--- src/hw/rtl/gcra_pkg.sv ---
// ----------------------------------------------------------------------------
// Gimbal / chassis rate allocator package
// Shared types, fixed-point constants, register codes and clamp helper.
// ----------------------------------------------------------------------------
`default_nettype none

package gcra_pkg;

  // Q6.12 / Q0.12 constants.
  localparam logic [13:0]        ONE_Q12    = 14'd4096;
  localparam logic [13:0]        MARGIN_Q12 = 14'd614;
  localparam logic signed [33:0] ROUND_BIAS = 34'sd2048;
  localparam logic signed [17:0] HOLD_LSB   = 18'sd4;

  // Number of quotient bits produced by the divider.
  localparam int unsigned DIV_STEPS = 13;

  // Register indexes (byte address / 4).
  localparam logic [2:0] REG_YAW_LIMIT   = 3'd0;
  localparam logic [2:0] REG_PITCH_LIMIT = 3'd1;
  localparam logic [2:0] REG_LIN_LIMIT   = 3'd2;
  localparam logic [2:0] REG_ANG_LIMIT   = 3'd3;
  localparam logic [2:0] REG_RATIO       = 3'd4;
  localparam logic [2:0] REG_ALPHA       = 3'd5;

  // Configuration seen by the datapath.
  typedef struct packed {
    logic [16:0] yaw_limit;
    logic [16:0] pitch_limit;
    logic [16:0] lin_limit;
    logic [16:0] ang_limit;
    logic [12:0] ratio;
    logic [12:0] alpha;
  } cfg_t;

  // Request to the shared multiply-accumulate unit.
  typedef struct packed {
    logic               en;
    logic               clr;
    logic signed [18:0] a;
    logic signed [13:0] b;
  } mac_req_t;

  // Request to the divider: remainder seed, low numerator bits, divisor.
  typedef struct packed {
    logic        start;
    logic [16:0] rem_init;
    logic [12:0] num_lo;
    logic [16:0] divisor;
  } div_req_t;

  // Divider status.
  typedef struct packed {
    logic        busy;
    logic        done;
    logic [12:0] quot;
  } div_rsp_t;

  // Symmetric clamp of a wide signed value to +-lim.
  function automatic logic signed [17:0] clamp_sym(input logic signed [21:0] v,
                                                   input logic [16:0] lim);
    logic signed [21:0] hi;
    logic signed [21:0] lo;
    logic signed [21:0] res;
    hi = $signed({5'b0, lim});
    lo = -hi;
    if (v > hi) begin
      res = hi;
    end else if (v < lo) begin
      res = lo;
    end else begin
      res = v;
    end
    return res[17:0];
  endfunction

endpackage

`default_nettype wire

--- src/hw/rtl/gcra_mac.sv ---
// ----------------------------------------------------------------------------
// Shared multiply-accumulate unit
// One signed 19x14 multiply per cycle into a registered accumulator that can
// be seeded with the rounding bias.
// ----------------------------------------------------------------------------
`default_nettype none

module gcra_mac (
  input  wire logic                clk,
  input  wire gcra_pkg::mac_req_t  req,
  output logic signed [33:0]       acc
);

  logic signed [32:0] prod;
  logic signed [33:0] acc_r;
  logic signed [33:0] acc_nxt;

  // Product plus either the running sum or the round-to-nearest bias.
  always_comb begin
    prod    = req.a * req.b;
    acc_nxt = (req.clr ? gcra_pkg::ROUND_BIAS : acc_r) + {prod[32], prod};
  end

  always_ff @(posedge clk) begin
    if (req.en) begin
      acc_r <= acc_nxt;
    end
  end

  assign acc = acc_r;

endmodule

`default_nettype wire

--- src/hw/rtl/gcra_div.sv ---
// ----------------------------------------------------------------------------
// Iterative restoring divider
// Produces a 13-bit quotient, one bit per cycle, for a numerator whose upper
// part is already below the divisor.
// ----------------------------------------------------------------------------
`default_nettype none

module gcra_div (
  input  wire logic               clk,
  input  wire logic               rst_n,
  input  wire gcra_pkg::div_req_t req,
  output gcra_pkg::div_rsp_t      rsp
);

  logic        busy_r;
  logic        done_r;
  logic [3:0]  cnt_r;
  logic [16:0] rem_r;
  logic [12:0] num_r;
  logic [12:0] quot_r;
  logic [16:0] divisor_r;

  logic [17:0] trial;
  logic        fits;
  logic [17:0] diff;

  // One trial subtraction per cycle.
  always_comb begin
    trial = {rem_r, num_r[12]};
    fits  = trial >= {1'b0, divisor_r};
    diff  = trial - {1'b0, divisor_r};
  end

  always_ff @(posedge clk) begin
    if (!rst_n) begin
      busy_r <= 1'b0;
      done_r <= 1'b0;
      cnt_r  <= '0;
    end else begin
      done_r <= 1'b0;
      if (req.start && !busy_r) begin
        busy_r    <= 1'b1;
        cnt_r     <= 4'(gcra_pkg::DIV_STEPS - 1);
        rem_r     <= req.rem_init;
        num_r     <= req.num_lo;
        divisor_r <= req.divisor;
      end else if (busy_r) begin
        rem_r  <= fits ? diff[16:0] : trial[16:0];
        num_r  <= {num_r[11:0], 1'b0};
        quot_r <= {quot_r[11:0], fits};
        cnt_r  <= cnt_r - 4'd1;
        if (cnt_r == 4'd0) begin
          busy_r <= 1'b0;
          done_r <= 1'b1;
        end
      end
    end
  end

  assign rsp.busy = busy_r;
  assign rsp.done = done_r;
  assign rsp.quot = quot_r;

endmodule

`default_nettype wire

--- src/hw/rtl/gcra_regs.sv ---
// ----------------------------------------------------------------------------
// Configuration register bank
// APB-style write and read of the six limit, ratio and filter registers.
// ----------------------------------------------------------------------------
`default_nettype none

module gcra_regs (
  input  wire logic        clk,
  input  wire logic        rst_n,
  input  wire logic        cfg_psel,
  input  wire logic        cfg_penable,
  input  wire logic        cfg_pwrite,
  input  wire logic [4:0]  cfg_paddr,
  input  wire logic [31:0] cfg_pwdata,
  output logic [31:0]      cfg_prdata,
  output logic             cfg_pready,
  output gcra_pkg::cfg_t   cfg
);

  gcra_pkg::cfg_t cfg_r;
  logic [2:0]     idx;
  logic           wr_en;
  logic [12:0]    v13;

  assign idx        = cfg_paddr[4:2];
  assign wr_en      = cfg_psel && cfg_penable && cfg_pwrite && cfg_pready;
  assign cfg_pready = 1'b1;

  // Fractions above one saturate to one when written.
  always_comb begin
    v13 = cfg_pwdata[12:0];
    if (v13 > gcra_pkg::ONE_Q12[12:0]) begin
      v13 = gcra_pkg::ONE_Q12[12:0];
    end
  end

  always_ff @(posedge clk) begin
    if (!rst_n) begin
      cfg_r.yaw_limit   <= 17'd12868;
      cfg_r.pitch_limit <= 17'd6434;
      cfg_r.lin_limit   <= 17'd4096;
      cfg_r.ang_limit   <= 17'd8192;
      cfg_r.ratio       <= 13'd2048;
      cfg_r.alpha       <= 13'd1229;
    end else if (wr_en) begin
      unique case (idx)
        gcra_pkg::REG_YAW_LIMIT:   cfg_r.yaw_limit   <= cfg_pwdata[16:0];
        gcra_pkg::REG_PITCH_LIMIT: cfg_r.pitch_limit <= cfg_pwdata[16:0];
        gcra_pkg::REG_LIN_LIMIT:   cfg_r.lin_limit   <= cfg_pwdata[16:0];
        gcra_pkg::REG_ANG_LIMIT:   cfg_r.ang_limit   <= cfg_pwdata[16:0];
        gcra_pkg::REG_RATIO:       cfg_r.ratio       <= v13;
        gcra_pkg::REG_ALPHA:       cfg_r.alpha       <= v13;
        default: begin
        end
      endcase
    end
  end

  // Read-back mux.
  always_comb begin
    unique case (idx)
      gcra_pkg::REG_YAW_LIMIT:   cfg_prdata = {15'b0, cfg_r.yaw_limit};
      gcra_pkg::REG_PITCH_LIMIT: cfg_prdata = {15'b0, cfg_r.pitch_limit};
      gcra_pkg::REG_LIN_LIMIT:   cfg_prdata = {15'b0, cfg_r.lin_limit};
      gcra_pkg::REG_ANG_LIMIT:   cfg_prdata = {15'b0, cfg_r.ang_limit};
      gcra_pkg::REG_RATIO:       cfg_prdata = {19'b0, cfg_r.ratio};
      gcra_pkg::REG_ALPHA:       cfg_prdata = {19'b0, cfg_r.alpha};
      default:                   cfg_prdata = '0;
    endcase
  end

  assign cfg = cfg_r;

endmodule

`default_nettype wire

--- src/hw/rtl/gimbal_chassis_rate_allocator_core.sv ---
// ----------------------------------------------------------------------------
// Gimbal / chassis rate allocator core
// Splits camera rotation between gimbal and chassis, clamps chassis speeds
// and low-pass filters the gimbal rate commands.
// ----------------------------------------------------------------------------
// Sequence: per axis (yaw, then pitch) margin, saturation check with a divide
// only when the angle is inside its margin, factor, gimbal rate and filter;
// then chassis share and chassis yaw. A new request is taken only in idle, once
// the result is published; the sequencer issues one multiply per step on the shared MAC.
// Reset (synchronous, active low) clears the sequencer, the output valid flag
// and the filter history, and loads the register defaults.
`default_nettype none

module gimbal_chassis_rate_allocator_core (
  input  wire logic         clk,
  input  wire logic         rst_n,
  // in_tdata, low bit up: cam_vx, cam_vz, cam_wx, cam_wy, gimbal_yaw_angle,
  // gimbal_pitch_angle (18 bits each), 4 bits zero fill
  input  wire logic         in_tvalid,
  output logic              in_tready,
  input  wire logic [111:0] in_tdata,
  // out_tdata, low bit up: gimbal_yaw_cmd, gimbal_pitch_cmd, chassis_forward,
  // chassis_lateral, chassis_yaw_cmd (18 bits each), 6 bits zero fill
  output logic              out_tvalid,
  input  wire logic         out_tready,
  output logic [95:0]       out_tdata,
  // out_tuser, low bit up: hold_yaw, hold_pitch
  output logic [1:0]        out_tuser,
  input  wire logic         cfg_psel,
  input  wire logic         cfg_penable,
  input  wire logic         cfg_pwrite,
  input  wire logic [4:0]   cfg_paddr,
  input  wire logic [31:0]  cfg_pwdata,
  output logic [31:0]       cfg_prdata,
  output logic              cfg_pready
);

  typedef enum logic [3:0] {
    ST_IDLE, ST_MARGIN_ISS, ST_MARGIN_WB, ST_SAT_CHK, ST_DIV_RUN,
    ST_FACT_ISS, ST_FACT_WB, ST_GIMB_ISS, ST_GIMB_WB, ST_SM1_ISS,
    ST_SM2_ISS, ST_SM_WB, ST_SHARE_ISS, ST_SHARE_WB, ST_CY_ISS, ST_DONE
  } state_t;

  gcra_pkg::cfg_t     cfg;
  gcra_pkg::mac_req_t mac_req;
  gcra_pkg::div_req_t div_req;
  gcra_pkg::div_rsp_t div_rsp;
  logic signed [33:0] mac_acc;

  state_t             state_r;
  logic               ax_r;
  logic signed [17:0] vx_r, vz_r;
  logic signed [18:0] yaw_rate_r, pitch_rate_r;
  logic signed [17:0] yaw_ang_r, pitch_ang_r;
  logic [16:0]        eff_r;
  logic [12:0]        sat_r;
  logic [12:0]        ysat_r;
  logic [12:0]        factor_r;
  logic signed [17:0] gim_r;
  logic [12:0]        share_r;
  logic signed [17:0] prev_yaw_r, prev_pitch_r;
  logic signed [17:0] cy_r;
  logic               out_valid_r;
  logic [95:0]        out_tdata_r;
  logic [1:0]         out_tuser_r;

  logic               in_acc;
  logic [16:0]        ax_lim;
  logic signed [17:0] ax_ang;
  logic signed [18:0] ax_rate;
  logic signed [17:0] ax_prev;
  logic [17:0]        ang_abs;
  logic signed [21:0] acc_rnd;
  logic [16:0]        eff_calc;
  logic               sat_full;
  logic [29:0]        num_full;
  logic signed [18:0] ang_ext;
  logic signed [18:0] eff_pos;
  logic               push_out;
  logic [13:0]        one_m_ratio;
  logic [13:0]        one_m_alpha;
  logic signed [17:0] gim_clamp;
  logic signed [17:0] cy_clamp;
  logic signed [17:0] cmd_now;
  logic signed [17:0] fwd, lat;
  logic               out_free;

  gcra_regs u_regs (
    .clk         (clk),
    .rst_n       (rst_n),
    .cfg_psel    (cfg_psel),
    .cfg_penable (cfg_penable),
    .cfg_pwrite  (cfg_pwrite),
    .cfg_paddr   (cfg_paddr),
    .cfg_pwdata  (cfg_pwdata),
    .cfg_prdata  (cfg_prdata),
    .cfg_pready  (cfg_pready),
    .cfg         (cfg)
  );

  gcra_mac u_mac (
    .clk (clk),
    .req (mac_req),
    .acc (mac_acc)
  );

  gcra_div u_div (
    .clk   (clk),
    .rst_n (rst_n),
    .req   (div_req),
    .rsp   (div_rsp)
  );

  assign in_tready = (state_r == ST_IDLE);
  assign in_acc    = in_tvalid && in_tready;
  assign out_free  = !out_valid_r || out_tready;

  // Per-axis operand selection.
  always_comb begin
    ax_lim  = ax_r ? cfg.pitch_limit : cfg.yaw_limit;
    ax_ang  = ax_r ? pitch_ang_r : yaw_ang_r;
    ax_rate = ax_r ? pitch_rate_r : yaw_rate_r;
    ax_prev = ax_r ? prev_pitch_r : prev_yaw_r;
    ang_abs = ax_ang[17] ? 18'(-ax_ang) : 18'(ax_ang);
  end

  // Rounded MAC result and the per-axis decisions built on it.
  always_comb begin
    acc_rnd     = mac_acc[33:12];
    eff_calc    = ax_lim - acc_rnd[16:0];
    sat_full    = (eff_r == 17'd0) || (ang_abs >= {1'b0, eff_r});
    num_full    = {ang_abs[16:0], 12'b0} + {14'b0, eff_r[16:1]};
    ang_ext     = {ax_ang[17], ax_ang};
    eff_pos     = $signed({2'b0, eff_r});
    push_out    = ((ang_ext >= eff_pos) && (ax_rate > 19'sd0)) ||
                  ((ang_ext <= -eff_pos) && (ax_rate < 19'sd0));
    one_m_ratio = gcra_pkg::ONE_Q12 - {1'b0, cfg.ratio};
    one_m_alpha = gcra_pkg::ONE_Q12 - {1'b0, cfg.alpha};
    gim_clamp   = gcra_pkg::clamp_sym(acc_rnd, ax_lim);
    cy_clamp    = gcra_pkg::clamp_sym(acc_rnd, cfg.ang_limit);
    cmd_now     = acc_rnd[17:0];
    fwd         = gcra_pkg::clamp_sym({{4{vz_r[17]}}, vz_r}, cfg.lin_limit);
    lat         = gcra_pkg::clamp_sym(-{{4{vx_r[17]}}, vx_r}, cfg.lin_limit);
  end

  // Operand steering for the shared MAC.
  always_comb begin
    mac_req = '0;
    unique case (state_r)
      ST_MARGIN_ISS: begin
        mac_req = '{en: 1'b1, clr: 1'b1, a: $signed({2'b0, ax_lim}),
                    b: $signed(gcra_pkg::MARGIN_Q12)};
      end
      ST_FACT_ISS: begin
        mac_req = '{en: 1'b1, clr: 1'b1, a: $signed({5'b0, one_m_ratio}),
                    b: $signed(gcra_pkg::ONE_Q12 - {1'b0, sat_r})};
      end
      ST_GIMB_ISS: begin
        mac_req = '{en: 1'b1, clr: 1'b1, a: ax_rate, b: $signed({1'b0, factor_r})};
      end
      ST_SM1_ISS: begin
        mac_req = '{en: 1'b1, clr: 1'b1, a: {gim_r[17], gim_r},
                    b: $signed({1'b0, cfg.alpha})};
      end
      ST_SM2_ISS: begin
        mac_req = '{en: 1'b1, clr: 1'b0, a: {ax_prev[17], ax_prev},
                    b: $signed(one_m_alpha)};
      end
      ST_SHARE_ISS: begin
        mac_req = '{en: 1'b1, clr: 1'b1, a: $signed({6'b0, ysat_r}),
                    b: $signed(one_m_ratio)};
      end
      ST_CY_ISS: begin
        mac_req = '{en: 1'b1, clr: 1'b1, a: yaw_rate_r, b: $signed({1'b0, share_r})};
      end
      default: begin
      end
    endcase
  end

  // Divider launch when the angle is inside the margin.
  always_comb begin
    div_req.start    = (state_r == ST_SAT_CHK) && !sat_full;
    div_req.rem_init = num_full[29:13];
    div_req.num_lo   = num_full[12:0];
    div_req.divisor  = eff_r;
  end

  // Sequencer with its datapath and output registers.
  always_ff @(posedge clk) begin
    if (!rst_n) begin
      state_r      <= ST_IDLE;
      ax_r         <= 1'b0;
      out_valid_r  <= 1'b0;
      prev_yaw_r   <= '0;
      prev_pitch_r <= '0;
    end else begin
      if (out_valid_r && out_tready) begin
        out_valid_r <= 1'b0;
      end
      unique case (state_r)
        ST_IDLE: begin
          if (in_acc) begin
            vx_r         <= in_tdata[17:0];
            vz_r         <= in_tdata[35:18];
            pitch_rate_r <= -{in_tdata[53], in_tdata[53:36]};
            yaw_rate_r   <= -{in_tdata[71], in_tdata[71:54]};
            yaw_ang_r    <= in_tdata[89:72];
            pitch_ang_r  <= in_tdata[107:90];
            ax_r         <= 1'b0;
            state_r      <= ST_MARGIN_ISS;
          end
        end
        ST_MARGIN_ISS: state_r <= ST_MARGIN_WB;
        ST_MARGIN_WB: begin
          eff_r   <= eff_calc;
          state_r <= ST_SAT_CHK;
        end
        ST_SAT_CHK: begin
          if (sat_full) begin
            sat_r   <= gcra_pkg::ONE_Q12[12:0];
            state_r <= ST_FACT_ISS;
          end else begin
            state_r <= ST_DIV_RUN;
          end
        end
        ST_DIV_RUN: begin
          if (div_rsp.done) begin
            sat_r   <= div_rsp.quot;
            state_r <= ST_FACT_ISS;
          end
        end
        ST_FACT_ISS: state_r <= ST_FACT_WB;
        ST_FACT_WB: begin
          factor_r <= push_out ? 13'd0 : acc_rnd[12:0];
          state_r  <= ST_GIMB_ISS;
        end
        ST_GIMB_ISS: state_r <= ST_GIMB_WB;
        ST_GIMB_WB: begin
          gim_r   <= gim_clamp;
          state_r <= ST_SM1_ISS;
        end
        ST_SM1_ISS: state_r <= ST_SM2_ISS;
        ST_SM2_ISS: state_r <= ST_SM_WB;
        ST_SM_WB: begin
          // Filter output becomes the history for the next request.
          if (ax_r) begin
            prev_pitch_r <= cmd_now;
            state_r      <= ST_SHARE_ISS;
          end else begin
            prev_yaw_r <= cmd_now;
            ysat_r     <= sat_r;
            ax_r       <= 1'b1;
            state_r    <= ST_MARGIN_ISS;
          end
        end
        ST_SHARE_ISS: state_r <= ST_SHARE_WB;
        ST_SHARE_WB: begin
          share_r <= cfg.ratio + acc_rnd[12:0];
          state_r <= ST_CY_ISS;
        end
        ST_CY_ISS: state_r <= ST_DONE;
        ST_DONE: begin
          // Chassis yaw product is in the MAC now; publish when the slot frees.
          if (out_free) begin
            cy_r        <= cy_clamp;
            out_valid_r <= 1'b1;
            out_tdata_r <= {6'b0, cy_clamp, lat, fwd, prev_pitch_r, prev_yaw_r};
            out_tuser_r <= {(prev_pitch_r >= -gcra_pkg::HOLD_LSB) &&
                            (prev_pitch_r <= gcra_pkg::HOLD_LSB),
                            (prev_yaw_r >= -gcra_pkg::HOLD_LSB) &&
                            (prev_yaw_r <= gcra_pkg::HOLD_LSB)};
            state_r     <= ST_IDLE;
          end
        end
        default: state_r <= ST_IDLE;
      endcase
    end
  end

  assign out_tvalid = out_valid_r;
  assign out_tdata  = {out_tdata_r[95:90], cy_r, out_tdata_r[71:0]};
  assign out_tuser  = out_tuser_r;

endmodule

`default_nettype wire

--- config.mk ---
export PLATFORM = sky130hd
export DESIGN_NAME = gimbal_chassis_rate_allocator_core
export DESIGN_NICKNAME = d
export VERILOG_FILES = /design/src/hw/rtl/gcra_pkg.sv /design/src/hw/rtl/gcra_mac.sv /design/src/hw/rtl/gcra_div.sv /design/src/hw/rtl/gcra_regs.sv /design/src/hw/rtl/gimbal_chassis_rate_allocator_core.sv
export SDC_FILE = /design/constraint.sdc
export NUM_CORES = 2
export LEC_CHECK = 0
export BUFFER_PORTS_ARGS = -buffer_cell sky130_fd_sc_hd__clkbuf_2
export CAP_MARGIN = 20
export CORE_MARGIN = 2
export CORE_UTILIZATION = 62
export CTS_CLUSTER_DIAMETER = 60
export DETAILED_ROUTE_END_ITERATION = 8
export PLACE_DENSITY = 0.81
export SYNTH_ARGS = -nofsm -noshare
export SYNTH_HDL_FRONTEND = slang
export SYNTH_SLANG_ARGS = --single-unit
--- constraint.sdc ---
create_clock -name clk -period 27.8 [get_ports clk]
set_clock_uncertainty 0.2 [all_clocks]
set_input_delay 5.56 -clock clk [delete_from_list [all_inputs] [get_ports clk]]
set_output_delay 5.56 -clock clk [all_outputs]
set_load 0.005 [all_outputs]
==> summary.txt <==
Global routing
  – First-pass GRT wire length: 198000 µm
  – Vias in the first global route: 35.7k
  – Grt ovf: 0
  – Total track usage: 34.2%
  – Initial antenna violation count: 4
  – Pin count of the biggest net entering global routing: 104

Synth
  – Distinct cells, synth: 94
  – Cell Area, Synth: 0.0443 mm²
  – Synth cell count leaders: 557 x nand2_1, 448 x inv_1, 383 x edfxtp_1
  – Fraction of registers with async set/reset: 0%
  – Synth top area share: 25.9%
  – Sequential area share after synthesis: 32.3%
  – Area leader, netlist: edfxtp_1
  – Number of synthesized flops with an enable pin: 383
  – Synth Instances: 4638
  – Flops & latches, synth: 525
  – Yosys Warn Count: 0
  – Post-Syn Area per Cell: 9.56 µm²
  – Largest cells by area after synthesis: edfxtp_1 26%, fa_1 12%, ha_1 11%, dfxtp_1 6.4%, nand2_1 4.7%
  – Ys flop type: edfxtp_1
  – Top-count cell post-synth: nand2_1

Setup path
  – WS Path Type: in -> out
  – CP Capture Type: output pin
  – Req. time, crit path: 22.04 ns
  – CP Max Fanout: 34
  – CP Data Arrival Time: 7.46 ns
  – Crit path launch type: input port

Floorplanning
  – Die height: 271 µm
  – Number of primary I/O pins: 289
  – Die width: 271 µm
  – CORE AREA: 0.0711 mm²
  – Die footprint: 0.0737 mm²
  – Initial Util: 62.3%
  – Rows: 98

Finish
  – Area Growth Syn to Fin: 9.14%
  – Filler instances: 5528
  – Fin nets: 5596
  – Layout cells sized above 1: 10.6%

Timing
  – Max Fclk: 75.6 MHz
  – Final period utilization: 47.6%
  – Max-slew headroom at the worst pin: 22.3%
  – # setup viols final: 0
  – Min Tclk post-route: 13.22 ns
  – Worst-Margin Slew: 1.16 ns
  – Max-slew violation count: 0
  – Hold Worst Slack: 0.245 ns
  – Setup TNS: 0 ns
  – Final hold violations: 0
  – RSZ-0062 raised after global routing: no

Hold path
  – Hold WC Path Type: reg -> reg

Clock tree
  – CTS clk-pin slew, worst paths: 0.06 ns
  – Clk_lat worst skew: 0.67 ns
  – Max clock buf depth: 3
  – Number of gates resized after cts: 0
  – Cts bufs inserted: 57
  – Clock sinks: 525
  – Root Buffer: clkbuf_16
  – Post-CTS Setup Bufs: 0
  – Max H-tree Level: 2
  – # hold bufs at CTS: 0
  – CTS tree: built

Power
  – Power per cell area: 46.1 mW/mm²
  – LEAKAGE: 0.0204 µW
  – Max rail drop VDD: 0.0573 mV

Routing
  – Detailed Route WL: 128000 µm
  – Routed WL per cell: 22.0 µm
  – Vias post-DR: 36.5k
  – DRT iter0 DRCs: 4249
  – DRT Pass-1 Iters: 8
  – Vias/cell: 6.29
  – Post-DRT Antenna Nets: 0
  – DRC: 0

Place
  – Port bufs: 245
  – DPL Wire Length: 97300 µm
  – Final GP Congestion: 1.00

Flow run
  – Max_cap viols: 0

Run status
  – Run status: complete, no violations
[state kept, by name (all words and copies together), names as in the netlist, 17 cells and up]
register	count
yaw_ang_r	18
vx_r	18
u_div.rem_r	17
cy_r	18
yaw_rate_r	19
gim_r	18
u_div.divisor_r	17
prev_pitch_r	18
prev_yaw_r	18
u_regs.cfg	94
pitch_rate_r	19
out_tdata_r	72
pitch_ang_r	18
vz_r	18
u_mac.acc	34
eff_r	17
[power breakdown]
| part | switching, µW | total, µW | leakage [µW] | internal, µW |
|---|---|---|---|---|
| registers | 54.5 | 943 | 0.00465 | 889 |
| clock network | 335 | 777 | 0.000945 | 442 |
| logic | 313 | 512 | 0.0148 | 200 |
[metrics by stage]
stage          total power, µW  setup WS [ns]  instances  area (µm²)  util [%]
6_report                  2230          14.58       5806       48400      68.0
5_1_grt                   2320          14.46       5806       48400      68.0
4_1_cts                   2220          14.61       5794       48300      67.9
3_5_place_dp              1450          14.62       5687       46300      65.1
3_3_place_gp              1430          14.63       5685       46300      65.1
2_1_floorplan             1290          11.53       4658       44400         -
[layout by cell type, fill, tap and decap left out, drive strengths merged, types with 23 or more instances in the layout]
cell,instances
mux2i,109
nor2,242
dfxtp,142
a31oi,31
nand4,76
o21a,43
buf,61
xor2,58
nand2,557
and3,35
ha,373
nand3,81
o22ai,23
nor2b,105
nor3,107
o211ai,26
mux2,41
fa,261
a211oi,36
a21o,80
nor4,43
or3,36
inv,456
xnor2,179
edfxtp,383
o21ai,143
nand2b,39
and2,79
a21boi,121
a22oi,26
a21oi,193
clkbuf,327
[area by class of cell]
| cell class | count | area, µm² | share of cell area, % |
|---|---|---|---|
| Tap cell | 950 | 1190 | 2.46 |
| Multi-Input combinational cell | 3464 | 27500 | 56.8 |
| Timing Repair Buffer | 305 | 1730 | 3.57 |
| Inverter | 453 | 1710 | 3.52 |
| Antenna cell | 2 | 5.00 | 0.0103 |
| Clock inverter | 24 | 302 | 0.623 |
| Sequential cell | 525 | 14300 | 29.6 |
| Clock buffer | 83 | 1640 | 3.38 |
[worst paths after layout]
path                            depth (start not counted)       startpoint              end  slack (ns)
worst max-delay path                                    6     cfg_paddr[4]   cfg_prdata[10]       14.58
worst min-delay path                                    0  u_div.quot_r[8]  u_div.quot_r[9]        0.24
worst max register to register                         39       state_r[2]    u_mac.acc[33]       16.01
worst min register to register                          0  u_div.quot_r[8]  u_div.quot_r[9]        0.24
[routing by layer]
metal  GRT usage (%)  routed length, µm  vias to the layer above
li1                -                  -                    16646
met1            45.1              50400                    17548
met2            54.5              58700                     1856
met3            5.05              10700                      445
met4            18.9               7970                        0
met5               0                  0                        -
[worst max-delay path, stage by stage]
cell      delay (ns)
clkbuf_2        0.66
nand2b_1        0.50
o21ai_0         0.18
a22oi_1         0.15
o21ai_0         0.21
clkbuf_2        0.18
[cell families after synthesis]
| kind of cell | share of synthesized area [%] |
|---|---|
| compound gates | 14.1 |
| xor+xnor | 4.75 |
| fa+ha+maj | 22.3 |
| buf+inv | 6.06 |
| flops | 32.3 |
| mux | 3.83 |
| other cells | 0.0169 |
| simple gates | 16.5 |
(Power assumes the default switching activity.)
